--- src/qpx_pkg.sv ---
// ----------------------------------------------------------------------------
// qpx_pkg: shared types and helpers for the query parameter extractor
// holds parse state, result record, character codes and small decoders
// ----------------------------------------------------------------------------
package qpx_pkg;

  localparam int unsigned MaxKeyBytes = 8;
  localparam int unsigned KeyIdxW     = $clog2(MaxKeyBytes);
  localparam int unsigned KeyLenW     = 4;
  localparam int unsigned KeyW        = 8 * MaxKeyBytes;

  // configuration register indexes
  localparam logic CfgWantedKey    = 1'b0;
  localparam logic CfgWantedKeyLen = 1'b1;

  // character codes
  localparam logic [7:0] ChAmp     = 8'h26;
  localparam logic [7:0] ChEq      = 8'h3D;
  localparam logic [7:0] ChPlus    = 8'h2B;
  localparam logic [7:0] ChPercent = 8'h25;
  localparam logic [7:0] ChSpace   = 8'h20;

  typedef enum logic [2:0] {
    PhStart,
    PhKey,
    PhValue,
    PhSkip,
    PhIdle
  } phase_e;

  typedef struct packed {
    phase_e             phase;
    logic [KeyLenW-1:0] key_pos;
    logic               key_mismatch;
    logic [1:0]         esc_cnt;
    logic [3:0]         high_nib;
    logic               match_done;
  } parse_state_t;

  typedef struct packed {
    logic       valid;
    logic [7:0] value_byte;
    logic       byte_valid;
    logic       done_res;
    logic       key_found;
  } result_t;

  localparam parse_state_t StateReset = '{
    phase:        PhStart,
    key_pos:      '0,
    key_mismatch: 1'b0,
    esc_cnt:      2'd0,
    high_nib:     4'd0,
    match_done:   1'b0
  };

  function automatic logic [7:0] lower_ascii(input logic [7:0] c);
    lower_ascii = (c >= 8'h41 && c <= 8'h5A) ? 8'(c + 8'h20) : c;
  endfunction

  // non-hex digits count as zero
  function automatic logic [3:0] hex_val(input logic [7:0] c);
    logic [7:0] t;
    t = 8'h00;
    if (c >= 8'h30 && c <= 8'h39) begin
      t = 8'(c - 8'h30);
    end else if (c >= 8'h41 && c <= 8'h46) begin
      t = 8'(c - 8'h37);
    end else if (c >= 8'h61 && c <= 8'h66) begin
      t = 8'(c - 8'h57);
    end
    hex_val = t[3:0];
  endfunction

endpackage

--- src/query_param_extract_url_decode.sv ---
// ----------------------------------------------------------------------------
// query_param_extract_url_decode: query string parameter extractor
// finds the first part whose key matches and emits its value url-decoded
// ----------------------------------------------------------------------------
// The block takes one character of a query or form string per transfer and
// keeps up with one transfer every clock cycle while out_stall_i is low. Each
// character goes through an input register, the parse logic and a result
// register, in that order. Parts are split on '&', leading '=' are skipped,
// and the key is compared without regard to case against wanted_key
// (wanted_key_length bytes, capped at eight). Value bytes of the first
// matching part come out one per transfer with byte_valid set; '+' becomes
// a space and '%HH' one byte. The character marked by in_last always gives
// a result with done_res set and key_found telling whether the key was seen;
// the parse then starts afresh. The user must write the configuration
// registers only while the block is idle; the block does not enforce this.
// ----------------------------------------------------------------------------
module query_param_extract_url_decode import qpx_pkg::*; (
  input  logic            clk_i,
  input  logic            rst_ni,
  // configuration writes
  input  logic            cfg_we_i,
  input  logic            cfg_index_i,
  input  logic [KeyW-1:0] cfg_data_i,
  // character input
  input  logic            in_valid_i,
  output logic            in_stall_o,
  input  logic [7:0]      in_byte_i,
  input  logic            in_last_i,
  // result output
  output logic            out_valid_o,
  input  logic            out_stall_i,
  output logic [7:0]      value_byte_o,
  output logic            byte_valid_o,
  output logic            done_res_o,
  output logic            key_found_o
);

  // configuration registers
  logic [KeyW-1:0]    key_q;
  logic [KeyLenW-1:0] key_len_q;
  logic [KeyLenW-1:0] key_len_eff;

  // input register
  logic               in_vld_q;
  logic [7:0]         in_byte_q;
  logic               in_last_q;

  // parse state and result register
  parse_state_t       state_q;
  parse_state_t       state_d;
  result_t            res_d;
  result_t            res_q;

  logic               out_free;
  logic               step_fire;
  logic               in_accept;

  // lengths above the key store are treated as full length
  assign key_len_eff = (key_len_q > KeyLenW'(MaxKeyBytes)) ? KeyLenW'(MaxKeyBytes)
                                                          : key_len_q;

  always_ff @(posedge clk_i or negedge rst_ni) begin
    if (!rst_ni) begin
      key_q     <= '0;
      key_len_q <= KeyLenW'(1);
    end else if (cfg_we_i) begin
      unique case (cfg_index_i)
        CfgWantedKey:    key_q     <= cfg_data_i;
        CfgWantedKeyLen: key_len_q <= cfg_data_i[KeyLenW-1:0];
        default: begin
        end
      endcase
    end
  end

  // the result slot is free when empty or being taken this cycle
  assign out_free   = !res_q.valid || !out_stall_i;
  // the held character is parsed only once its result has somewhere to go
  assign step_fire  = in_vld_q && out_free;
  assign in_stall_o = in_vld_q && !out_free;
  assign in_accept  = in_valid_i && !in_stall_o;

  always_ff @(posedge clk_i or negedge rst_ni) begin
    if (!rst_ni) begin
      in_vld_q <= 1'b0;
    end else if (!in_stall_o) begin
      in_vld_q <= in_valid_i;
    end
  end

  always_ff @(posedge clk_i) begin
    if (in_accept) begin
      in_byte_q <= in_byte_i;
      in_last_q <= in_last_i;
    end
  end

  qpx_step u_step (
    .state_i   (state_q),
    .char_i    (in_byte_q),
    .last_i    (in_last_q),
    .key_i     (key_q),
    .key_len_i (key_len_eff),
    .state_o   (state_d),
    .res_o     (res_d)
  );

  // parse state moves on once per parsed character
  always_ff @(posedge clk_i or negedge rst_ni) begin
    if (!rst_ni) begin
      state_q <= StateReset;
    end else if (step_fire) begin
      state_q <= state_d;
    end
  end

  // result register: only characters that give a result fill it
  always_ff @(posedge clk_i or negedge rst_ni) begin
    if (!rst_ni) begin
      res_q <= '0;
    end else if (out_free) begin
      res_q.valid <= step_fire && res_d.valid;
      if (step_fire && res_d.valid) begin
        res_q.value_byte <= res_d.value_byte;
        res_q.byte_valid <= res_d.byte_valid;
        res_q.done_res   <= res_d.done_res;
        res_q.key_found  <= res_d.key_found;
      end
    end
  end

  assign out_valid_o  = res_q.valid;
  assign value_byte_o = res_q.value_byte;
  assign byte_valid_o = res_q.byte_valid;
  assign done_res_o   = res_q.done_res;
  assign key_found_o  = res_q.key_found;

endmodule

--- src/qpx_key_cmp.sv ---
// ----------------------------------------------------------------------------
// qpx_key_cmp: one key character against the wanted name
// case-insensitive compare at the running key position
// ----------------------------------------------------------------------------
module qpx_key_cmp import qpx_pkg::*; (
  input  logic [KeyW-1:0]    key_i,
  input  logic [KeyLenW-1:0] key_len_i,
  input  logic [KeyLenW-1:0] pos_i,
  input  logic               mismatch_i,
  input  logic [7:0]         char_i,
  output logic [KeyLenW-1:0] pos_o,
  output logic               mismatch_o
);

  logic [MaxKeyBytes-1:0][7:0] key_bytes;
  logic [7:0]                  want;

  assign key_bytes = key_i;
  assign want      = key_bytes[pos_i[KeyIdxW-1:0]];

  always_comb begin
    pos_o      = pos_i;
    mismatch_o = 1'b1;
    if (pos_i < key_len_i) begin
      pos_o      = KeyLenW'(pos_i + 1'b1);
      mismatch_o = mismatch_i | (lower_ascii(char_i) != lower_ascii(want));
    end
  end

endmodule

--- src/qpx_step.sv ---
// ----------------------------------------------------------------------------
// qpx_step: parser step for one character
// next parse state and the result record for one transfer
// ----------------------------------------------------------------------------
module qpx_step import qpx_pkg::*; (
  input  parse_state_t       state_i,
  input  logic [7:0]         char_i,
  input  logic               last_i,
  input  logic [KeyW-1:0]    key_i,
  input  logic [KeyLenW-1:0] key_len_i,
  output parse_state_t       state_o,
  output result_t            res_o
);

  logic               at_start;
  logic [KeyLenW-1:0] cmp_pos_in;
  logic               cmp_mis_in;
  logic [KeyLenW-1:0] cmp_pos;
  logic               cmp_mis;
  logic               cur_match;
  logic               nxt_match;
  logic               have;
  logic [7:0]         ob;
  parse_state_t       nxt;

  // a new part restarts the compare at the first key byte
  assign at_start   = (state_i.phase == PhStart);
  assign cmp_pos_in = at_start ? '0 : state_i.key_pos;
  assign cmp_mis_in = at_start ? 1'b0 : state_i.key_mismatch;

  qpx_key_cmp u_key_cmp (
    .key_i      (key_i),
    .key_len_i  (key_len_i),
    .pos_i      (cmp_pos_in),
    .mismatch_i (cmp_mis_in),
    .char_i     (char_i),
    .pos_o      (cmp_pos),
    .mismatch_o (cmp_mis)
  );

  assign cur_match = !state_i.key_mismatch && (state_i.key_pos == key_len_i);

  always_comb begin
    nxt  = state_i;
    have = 1'b0;
    ob   = 8'h00;
    unique case (state_i.phase)
      PhStart: begin
        if (char_i != ChEq && char_i != ChAmp) begin
          nxt.key_pos      = cmp_pos;
          nxt.key_mismatch = cmp_mis;
          nxt.phase        = PhKey;
        end
      end
      PhKey: begin
        if (char_i == ChEq) begin
          if (cur_match) begin
            nxt.match_done = 1'b1;
            nxt.esc_cnt    = 2'd0;
            nxt.phase      = PhValue;
          end else begin
            nxt.phase = PhSkip;
          end
        end else if (char_i == ChAmp) begin
          if (cur_match) begin
            nxt.match_done = 1'b1;
            nxt.phase      = PhIdle;
          end else begin
            nxt.phase = PhStart;
          end
        end else begin
          nxt.key_pos      = cmp_pos;
          nxt.key_mismatch = cmp_mis;
        end
      end
      PhValue: begin
        if (char_i == ChAmp) begin
          // an escape cut short here yields nothing
          nxt.esc_cnt = 2'd0;
          nxt.phase   = PhIdle;
        end else if (state_i.esc_cnt == 2'd1) begin
          nxt.high_nib = hex_val(char_i);
          nxt.esc_cnt  = 2'd2;
        end else if (state_i.esc_cnt == 2'd2) begin
          ob          = {state_i.high_nib, hex_val(char_i)};
          nxt.esc_cnt = 2'd0;
          have        = 1'b1;
        end else if (char_i == ChPercent) begin
          nxt.esc_cnt = 2'd1;
        end else if (char_i == ChPlus) begin
          ob   = ChSpace;
          have = 1'b1;
        end else begin
          ob   = char_i;
          have = 1'b1;
        end
        // a zero byte ends the value
        if (have && ob == 8'h00) begin
          have      = 1'b0;
          nxt.phase = PhIdle;
        end
      end
      PhSkip: begin
        if (char_i == ChAmp) begin
          nxt.phase = PhStart;
        end
      end
      default: begin
      end
    endcase
  end

  assign nxt_match = !nxt.key_mismatch && (nxt.key_pos == key_len_i);

  always_comb begin
    res_o.valid      = have || last_i;
    res_o.value_byte = have ? ob : 8'h00;
    res_o.byte_valid = have;
    res_o.done_res   = last_i;
    res_o.key_found  = last_i && (nxt.match_done || (nxt.phase == PhKey && nxt_match));
    state_o          = last_i ? StateReset : nxt;
  end

endmodule

--- config.mk ---
export PLATFORM = sky130hd
export DESIGN_NAME = query_param_extract_url_decode
export DESIGN_NICKNAME = d
export VERILOG_FILES = /design/src/qpx_pkg.sv /design/src/query_param_extract_url_decode.sv /design/src/qpx_key_cmp.sv /design/src/qpx_step.sv
export SDC_FILE = /design/constraint.sdc
export NUM_CORES = 1
export LEC_CHECK = 0
export BUFFER_PORTS_ARGS = -buffer_cell sky130_fd_sc_hd__buf_2
export CORE_MARGIN = 2
export CORE_UTILIZATION = 40
export DETAILED_ROUTE_END_ITERATION = 6
export GPL_TIMING_DRIVEN = 0
export PLACE_DENSITY_LB_ADDON = 0.2
export SLEW_MARGIN = 20
export SYNTH_ARGS = -nofsm -noshare
export SYNTH_HDL_FRONTEND = slang
export SYNTH_SLANG_ARGS = --single-unit
export TNS_END_PERCENT = 10
--- constraint.sdc ---
create_clock -name clk_i -period 4.85 [get_ports clk_i]
set_clock_uncertainty 0.15 [all_clocks]
set_input_delay 0.97 -clock clk_i [delete_from_list [all_inputs] [get_ports clk_i]]
set_output_delay 0.97 -clock clk_i [all_outputs]
set_load 0.02 [all_outputs]
## Word-level counts from Yosys, hierarchy flattened

Index checks and enable logic that the tools add are counted.

- Bits of input ports: 79
- Register bits: 105

- Magnitude comparators: 12
- Add/subtract/negate cells: 6
- Reduce and logical (&&, ||, !) cells: 34
- Equality and inequality tests: 19
- Bitwise logic cells: 2
- Multiplexer cells: 54

Operator list:

| cell | number |
|---|---|
| $mux 8 | 12 |
| $mux 4 | 9 |
| $eq 8x6->1 const B | 4 |
| $le 8x7->1 const B | 4 |
| $bmux 8 s3 | 1 |
| $ge 8x7->1 const B | 3 |
| $mux 3 | 6 |
| $add 8x6->8 const B | 2 |
| $ne 8x6->1 const B | 2 |
| $logic_and 1x1->1 | 15 |
| $mux 15 | 1 |
| $mux 1 | 14 |
| $mux 2 | 6 |
| $pmux 3 s4 | 1 |
| $mux 5 | 2 |
| $pmux 5 s2 | 1 |
| $eq 4x4->1 | 2 |
| $ge 8x6->1 const B | 1 |
| $le 8x6->1 const B | 1 |
| $logic_not 8->1 | 1 |
| $ne 8x8->1 | 1 |
| $sub 4x3->4 const B | 2 |
| $eq 3x1->1 const B | 2 |
| $eq 3x2->1 const B | 2 |
| 21 further kinds | 32 |

## Logic depth before layout (Yosys ltp)

Gate-level depths: netlist of run 1.

- Depth in word-level cells: 18
- Mapped depth: 14
- Mapped depth without buffers: 11

## Cells and area by module

From an unflattened synthesis of run 1, not the netlist that was laid out.

- Cell total of the unflattened synthesis: 519
- Area total of the unflattened synthesis: 6,103.4 um2

Modules (own cells, without submodules):

| module | times used | cells each | area each (um2) | seq. area each (um2) |
|---|---|---|---|---|
| query_param_extract_url_decode | 1 | 224 | 3,937.5 | 2,673.8 |
| qpx_step | 1 | 193 | 1,227.4 | 0.0 |
| qpx_key_cmp | 1 | 102 | 938.4 | 0.0 |

## Worst setup path before layout of run 1

Ideal clock, no wire load.

- Path kind: register -> register
- Start point: reg state_q[12] (netlist bit)
- End point: reg res_q, in the netlist key_found_o
- Library setup time: 0.080 ns
- Data arrival time: 3.196 ns
- Data required time: 4.620 ns
- Clock period less this slack: 3.427 ns
- Path buffers: 2
- Slack: 1.423 ns
- Stages on the path, launching flop included: 14
- Cell sequence: dfrtp_1 buf_2 or3_1 clkbuf_1 and2_1 ha_1 a21oi_1 o21ai_0 and2_1 or4_1 a2111o_1 o211ai_1 a41oi_1 nor3_2

- Longest elaborated chain between the ends: 18
- Elaborated cells on any way between the ends: 41
- Classes of those cells: add/sub (2); order compare (3); eq/ne (6); mux (19); bitwise (1); reduce/logical (10)

Ends and longest elaborated chain:

| item | RTL line | RTL |
|---|---|---|
| start: declaration | query_param_extract_url_decode.sv:49 | `parse_state_t state_q;` |
| start signal: assignment | query_param_extract_url_decode.sv:111 | `state_q <= StateReset;` |
| start signal: assignment | query_param_extract_url_decode.sv:113 | `state_q <= state_d;` |
| $logic_not 3->1 | qpx_step.sv:27, qpx_step.sv:47 |  |
| $mux 4 | qpx_step.sv:28 | `assign cmp_pos_in = at_start ? '0 : state_i.key_pos;` |
| $bmux 8 s3 | qpx_key_cmp.sv:19 | `assign want = key_bytes[pos_i[KeyIdxW-1:0]];` |
| $mux 8 (implied by the code) | qpx_key_cmp.sv:19 |  |
| $ge 8x7->1 / $le 8x7->1 (equally long branches) | qpx_pkg.sv:58 | `lower_ascii = (c >= 8'h41 && c <= 8'h5A) ? 8'(c + 8'h20) : c;` |
| $logic_and 1x1->1 | qpx_pkg.sv:58 |  |
| $mux 8 | qpx_pkg.sv:58 |  |
| $ne 8x8->1 | qpx_key_cmp.sv:26 | `mismatch_o = mismatch_i \| (lower_ascii(char_i) != lower_ascii(want));` |
| [... 2 more ...] | - |  |
| $mux 5 | qpx_step.sv:64 | `end else if (char_i == ChAmp) begin` |
| $mux 5 | qpx_step.sv:56 | `if (char_i == ChEq) begin` |
| $pmux 5 s2 | qpx_step.sv:47 | `unique case (state_i.phase)` |
| $logic_not 1->1 | qpx_step.sv:113 | `assign nxt_match = !nxt.key_mismatch && (nxt.key_pos == key_len_i);` |
| $logic_and 1x1->1 | qpx_step.sv:113 |  |
| $logic_and 1x1->1 | qpx_step.sv:120 | `res_o.key_found = last_i && (nxt.match_done \|\| (nxt.phase == PhKey && nxt_match));` |
| $logic_or 1x1->1 | qpx_step.sv:120 |  |
| $logic_and 1x1->1 | qpx_step.sv:120 |  |
| end: declaration | query_param_extract_url_decode.sv:52 | `result_t res_q;` |

Parallel ways exist; a longest one is shown, timed or not. The select of a mux whose other input is x is not followed.
A chain may end at the register's enable or synchronous reset.

## Worst setup path after layout of run 1

Ends and elaborated chain as after synthesis.

==> summary.md, run 1 <==
| Metric | Value |
|---|---|
| Status | `completed` |
| Number of global-route vias before repair | `around 5200` |
| Wire per inst | `between 15 and 20 µm` |
| Die width | `129 µm` |
| First-pass GRT wire length | `around 28000 µm` |
| Total track usage | `0.220` |
| Clk Tree Root Cell | `clkbuf_16` |
| Final hold vios | `0` |
| Area grow syn2layout | `16.8%` |
| Crit Path Max Fanout | `10` |
| Starting Density | `0.408` |
| Lkg Pwr | `between 3 and 4 nW` |
| Final cell count without fillers | `roughly 900` |
| Post-route DRC violation count | `0` |
| CP startpoint kind | `flip-flop` |
| # Post-CTS Setup Buffers | `0` |
| # nets final | `798` |
| Rel. slew slack | `0.404` |
| Clk_lat worst skew | `~360 ps` |
| Worst path arrival time | `4270 ps` |
| R2R depth | `14` |
| Worst hold path class | `flip-flop to flip-flop` |
| Core Area | `15200 µm²` |
| RSZ-0062 raised after global routing | `false` |
| Fillers | `about 1400` |
| Syn_nets | `around 700` |
| Top cells by count, synth | `dfrtp_1, mux2_2, nand2_1` |
| Yosys top cell by area | `dfrtp_1` |
| Synth cell types | `81` |
| Cells after DPL | `around 880` |
| Post-synthesis sequential area ratio | `0.431` |
| Post-route ant nets | `0` |
| Antenna diodes | `0` |
| Top-count cell post-synth | `dfrtp_1` |
| Share of layout cells above drive strength 1 | `0.296` |
| GRT Residual Overflow | `0` |
| Die Y-Extent | `129 µm` |
| Fin. max-slew vios | `0` |
| Clock sink count | `between 100 and 150` |
| Largest net degree at the start of global routing | `53` |
| Max Freq | `240 MHz` |
| WP data required | `between 4000 and 5000 ps` |
| Vias per cell | `5.89` |
| Final RePlAce weighted congestion | `about 0.93` |
| Initial DRT Pass Iterations | `5` |
| Peak supply drop | `around 0.20 mV` |
| Rows | `45` |
| Post-Syn Area per Cell | `slightly above 10 µm²` |
| Via count | `5285` |
| Top cell type's share of synthesized area | `0.383` |
| Synth Warn # | `0` |
| Iter 0 DRT Violations | `449` |
| Cts repair resizes | `0` |
| Fin Setup TNS | `0 ps` |
| Critical path endpoint category | `flip-flop` |
| Clock-pin slew on the worst setup and hold paths | `80 ps` |
| Max_cap viols | `0` |
| CTS max path bufs | `2` |
| Number of flops mapped to enable cells by yosys | `9` |
| Hold Crit Depth | `2` |
| Main synth FF type | `dfrtp_1` |
| CTS tree | `yes` |
| Hold_buf cts | `0` |
| Synth area leaders | `dfrtp_1, mux2_2, edfxtp_1` |
| Mapped Cells | `about 600` |
| Ys async rst share | `0.914` |
| Syn Std Cell Area | `6210 µm²` |
| Power density over the cells | `around 350 nW/µm²` |
| Total die area | `around 17000 µm²` |
| Slew @ Worst Pin | `between 800 and 900 ps` |
| I/O pin total | `92` |
| Tmin final | `~4200 ps` |
| Critical path type | `flip-flop to flip-flop` |
| Setup violators final | `0` |
| # port buffers | `91` |
| Final period util | `0.859` |
| CTS buffer count | `9` |
| Max H-tree Level | `3` |
| Yosys reg bits | `approximately 110` |
| Post-Route WL | `approximately 18000 µm` |
| Antenna violations before repair | `0` |
| Post-DP HPWL | `around 13000 µm` |
==> layer usage <==
metal	GRT usage	vias up	part of all wire
li1	-	2457	-
met1	0.308	2623	0.47
met2	0.347	184	0.46
met3	0.0428	21	0.060
met4	0.0671	0	0.017
met5	0	-	0
==> logic make-up after synthesis <==
group | after synthesis | share of synthesized area
AND/OR/NAND/NOR | 183 | 0.157
buffers and inverters | 62 | 0.0433
multiplexers | 86 | 0.159
AO/OA/AOI/OAI | 146 | 0.171
adder cells (fa/ha/maj) | 14 | 0.0282
flip-flops | 105 | 0.431
XOR/XNOR | 6 | 0.0109
==> cell type report <==
cell class / count / area, µm² / area share
multi-input combinational: 435 / 3270 / 0.450
sequential: 105 / 2670 / 0.369
timing repair buffer: 92 / 489 / 0.0674
clock buffer: 10 / 239 / 0.0329
tap: 188 / 235 / 0.0324
buffer: 36 / 171 / 0.0236
inverter: 26 / 97.6 / 0.0135
clock inverter: 6 / 82.6 / 0.0114
==> through the flow <==
stage | worst slack, ps | utilization | power [mW] | hold WS, ps | area [µm²]
6_report | 684 | 0.477 | 2.51 | 332 | 7250
5_1_grt | 498 | 0.477 | 2.63 | 355 | 7250
4_1_cts | 760 | 0.477 | 2.52 | 335 | 7250
3_5_place_dp | 808 | 0.456 | 1.72 | 317 | 6930
2_1_floorplan | 1420 | - | 1.50 | 300 | 6210
3_3_place_gp | 845 | 0.454 | 1.70 | 305 | 6900
==> critical path: stages, from the launching register on <==
cell	delay, ps
dfrtp_1	360
buf_2	180
or3_1	380
clkbuf_1	270
and2_1	260
ha_1	320
a21oi_1	190
o21ai_0	190
and2_1	210
clkbuf_1	210
or3_1	440
xor2_1	180
a211oi_1	280
a41oi_1	210
nor3_2	260
==> flip-flops by register name (all words and copies together) (netlist names) <==
name,cells
key_len_q,4
byte_valid_o,1
key_q,64
in_last_q,1
state_q,15
value_byte_o,8
in_byte_q,8
in_vld_q,1
key_found_o,1
done_res_o,1
out_valid_o,1
==> cell usage in the layout (no fill, tap or decap), drive strengths merged, types with 11 or more instances in the layout <==
cell | Yosys | layout
nand2 | 53 | 53
inv | 26 | 30
a21oi | 25 | 25
dfrtp | 95 | 95
nand3 | 20 | 20
nor2 | 28 | 28
ha | 14 | 14
and3 | 12 | 12
clkbuf | 16 | 26
o21ai | 27 | 27
mux2 | 70 | 70
a211oi | 11 | 11
and2 | 11 | 11
mux2i | 13 | 13
buf | 20 | 112
==> power by group <==
part,leakage [nW],total (mW),switching [mW],internal (mW)
combinational,1.67,0.667,0.384,0.282
sequential,1.26,1.05,0.0654,0.985
clock,0.157,0.798,0.368,0.430
total,3.09,2.51,0.818,1.70
==> final timing paths <==
path	startpoint	endpoint	slack (ps)
max in group asynchronous	rst_ni	done_res_o$_DFFE_PN0P_	3570
min in group asynchronous	rst_ni	key_q[16]$_DFFE_PN0P_	370
hold / removal	byte_valid_o$_DFFE_PN0P_	byte_valid_o$_DFFE_PN0P_	330
setup reg to reg	state_q[12]$_DFFE_PN0P_	key_found_o$_DFFE_PN0P_	680
setup / recovery	state_q[12]$_DFFE_PN0P_	key_found_o$_DFFE_PN0P_	680
hold reg to reg	byte_valid_o$_DFFE_PN0P_	byte_valid_o$_DFFE_PN0P_	330
Note: power is estimated with default switching activity, not from simulation.
==> run 2, diff against run 1 <==
Settings changed: CORE_MARGIN 2 to 10.
Clock period 4.85 ns to 5.3 ns, I/O delays scaled along.
==> run 2 against run 1 <==
Net effect:
- final cell count did not move
- design area fell by 0.28%
- register-to-register slack improved by 500 ps
- sequential share of layout area rose by 0.10 points
- non-clock buffer count did not move
- combinational power fell by 9.0%
- largest cell class unchanged
==> summary.md, run 2 (synthesis results as in run 1) <==
| Metric | Value |
|---|---|
| Switching power of the nets | `approximately 720 µW` |
| Via count | `between 5000 and 6000` |
| Worst hold path class | `flip-flop to flip-flop` |
| Register area | `about 2700 µm²` |
| Clock sink count | `between 100 and 150` |
| Critical path type | `flip-flop to flip-flop` |
| Clk pwr share | `0.305` |
| CP startpoint kind | `flip-flop` |
| Int Pwr | `1.53 mW` |
| RSZ-0062 raised after global routing | `false` |
| First-pass GRT wire length | `roughly 28000 µm` |
| Final setup margin | `between 1000 and 1500 ps` |
| Post-layout util | `0.476` |
| Reg-to-reg slack, setup | `1190 ps` |
| Clock-pin slew on the worst setup and hold paths | `approximately 70 ps` |
| Share of layout cells above drive strength 1 | `0.296` |
| Status | `completed` |
| Power, Total | `between 2 and 2.5 mW` |
| Die Y-Extent | `~140 µm` |
| Tmin final | `just over 4000 ps` |
| Final period util | `0.776` |
| Area of the multi-input gates | `about 3300 µm²` |
| Number of global-route vias before repair | `5349` |
| Peak supply drop | `between 0.15 and 0.2 mV` |
| Worst reg2reg startpoint | `state_q[12]$_DFFE_PN0P_` |
| Post-route DRC violation count | `0` |
| WP data required | `between 5000 and 6000 ps` |
| Pre-CTS WS | `roughly 1400 ps` |
| Max H-tree Level | `3` |
| Final hold vios | `0` |
| Total track usage | `0.175` |
| Sw Ratio | `0.321` |
| GRT Residual Overflow | `0` |
| Max Freq | `roughly 240 MHz` |
| Gr busiest metal | `met2` |
| Antenna diodes | `0` |
| Cells after DPL | `882` |
| Most frequent cells in the layout | `buf_2, dfrtp_1, mux2_2, nand2_1, nor2_1` |
| Hold Crit Depth | `2` |
| CP Capture Point | `key_found_o$_DFFE_PN0P_` |
| Antenna violations before repair | `0` |
| Wire per inst | `between 20 and 25 µm` |
| Core Area | `15200 µm²` |
| Starting Density | `0.408` |
| R2R depth | `14` |
| Reg2reg end | `key_found_o$_DFFE_PN0P_` |
| Hold_buf cts | `0` |
| Post-route ant nets | `0` |
| Worst Setup SP | `state_q[12]$_DFFE_PN0P_` |
| CTS tree | `yes` |
| Met2 GRT Util | `0.275` |
| Final RePlAce weighted congestion | `0.907` |
| Rows | `45` |
| Met1 Use GR | `0.230` |
| Total die area | `~21000 µm²` |
| Post-Route WL | `18100 µm` |
| Max_cap viols | `0` |
| Power density over the cells | `312 nW/µm²` |
| Vias per cell | `5.81` |
| # port buffers | `91` |
| Combinational share of power | `0.269` |
| I/O pin total | `between 90 and 100` |
| Clk Tree Root Cell | `clkbuf_16` |
| Critical path endpoint category | `flip-flop` |
| Fillers | `~1400` |
| Crit Path Max Fanout | `10` |
| Die width | `roughly 140 µm` |
| Final cell count without fillers | `~900` |
| Clk_lat worst skew | `between 300 and 400 ps` |
| Lkg Pwr | `roughly 3.1 nW` |
| CTS buffer count | `9` |
| Worst path arrival time | `around 4200 ps` |
| # nets final | `between 700 and 800` |
| Post-DP HPWL | `13900 µm` |
| Rel. slew slack | `0.343` |
| Slew @ Worst Pin | `between 900 and 1000 ps` |
| Initial DRT Pass Iterations | `5` |
| Top Registers | `key_q: 64 flops, state_q: 15 flops` |
| Fin Setup TNS | `0 ps` |
| Area grow syn2layout | `16.5%` |
| # Post-CTS Setup Buffers | `0` |
| Iter 0 DRT Violations | `~500` |
| Sequential power share | `0.426` |
| Fin. max-slew vios | `0` |
| Cts repair resizes | `0` |
| Global Route met3 Usage | `0.0446` |
| Largest register FFs | `64` |
| CTS max path bufs | `2` |
| Largest net degree at the start of global routing | `57` |
| Biggest register | `key_q` |
| Setup violators final | `0` |
| Commonest non-fill, non-tap cell in the layout | `buf_2` |
[run 2: routing by layer]
| metal | vias up | routed length, µm |
|---|---|---|
| met3 | 24 | 1290 |
| li1 | 2445 | - |
| met1 | 2554 | 7990 |
| met5 | - | 0 |
| met2 | 196 | 8400 |
| met4 | 0 | 374 |
[run 2: power groups by stage]
| stage | registers (mW) | logic, mW | clock network (mW) |
|---|---|---|---|
| finish | 0.960 | 0.607 | 0.688 |
| global placement | 0.972 | 0.577 | 0 |
| global route | 0.972 | 0.658 | 0.739 |
| detailed placement | 0.976 | 0.598 | 0 |
| CTS | 0.961 | 0.601 | 0.702 |
| floorplan | 0.956 | 0.417 | 0 |
[run 2: worst min path at each step]
stage / start / endpoint / slack, ps
after global placement: done_res_o$_DFFE_PN0P_ / done_res_o$_DFFE_PN0P_ / 310
after floorplan: state_q[2]$_DFFE_PN0P_ / state_q[2]$_DFFE_PN0P_ / 300
after detailed placement: done_res_o$_DFFE_PN0P_ / done_res_o$_DFFE_PN0P_ / 310
final: done_res_o$_DFFE_PN0P_ / done_res_o$_DFFE_PN0P_ / 320
after global routing: done_res_o$_DFFE_PN0P_ / done_res_o$_DFFE_PN0P_ / 350
after CTS: done_res_o$_DFFE_PN0P_ / done_res_o$_DFFE_PN0P_ / 330
[run 2: metrics by stage]
stage	instance area [µm²]	hold slack, ps
floorplan	6210	300
global placement	6900	307
global route	7230	348
detailed placement	6930	315
CTS	7230	330
finish	7230	323
[run 2: area by class of cell]
class | instances | share of cell area
clock inverters | 7 | 0.0105
multi-input cells | 435 | 0.451
clock buffers | 9 | 0.0311
inverters | 26 | 0.0135
well taps | 188 | 0.0325
flip-flops and latches | 105 | 0.370
repair buffers | 92 | 0.0676
plain buffers | 36 | 0.0237
[run 2: worst max-delay path, stage by stage (launching register included)]
cell and delay [ps]:
dfrtp_1 350, buf_2 190, or3_1 380, clkbuf_1 270, and2_1 260, ha_1 310
a21oi_1 170, o21ai_0 180, and2_1 210, clkbuf_1 200, or3_1 450, xor2_1 190
a211oi_1 260, a41oi_1 210, nor3_2 240
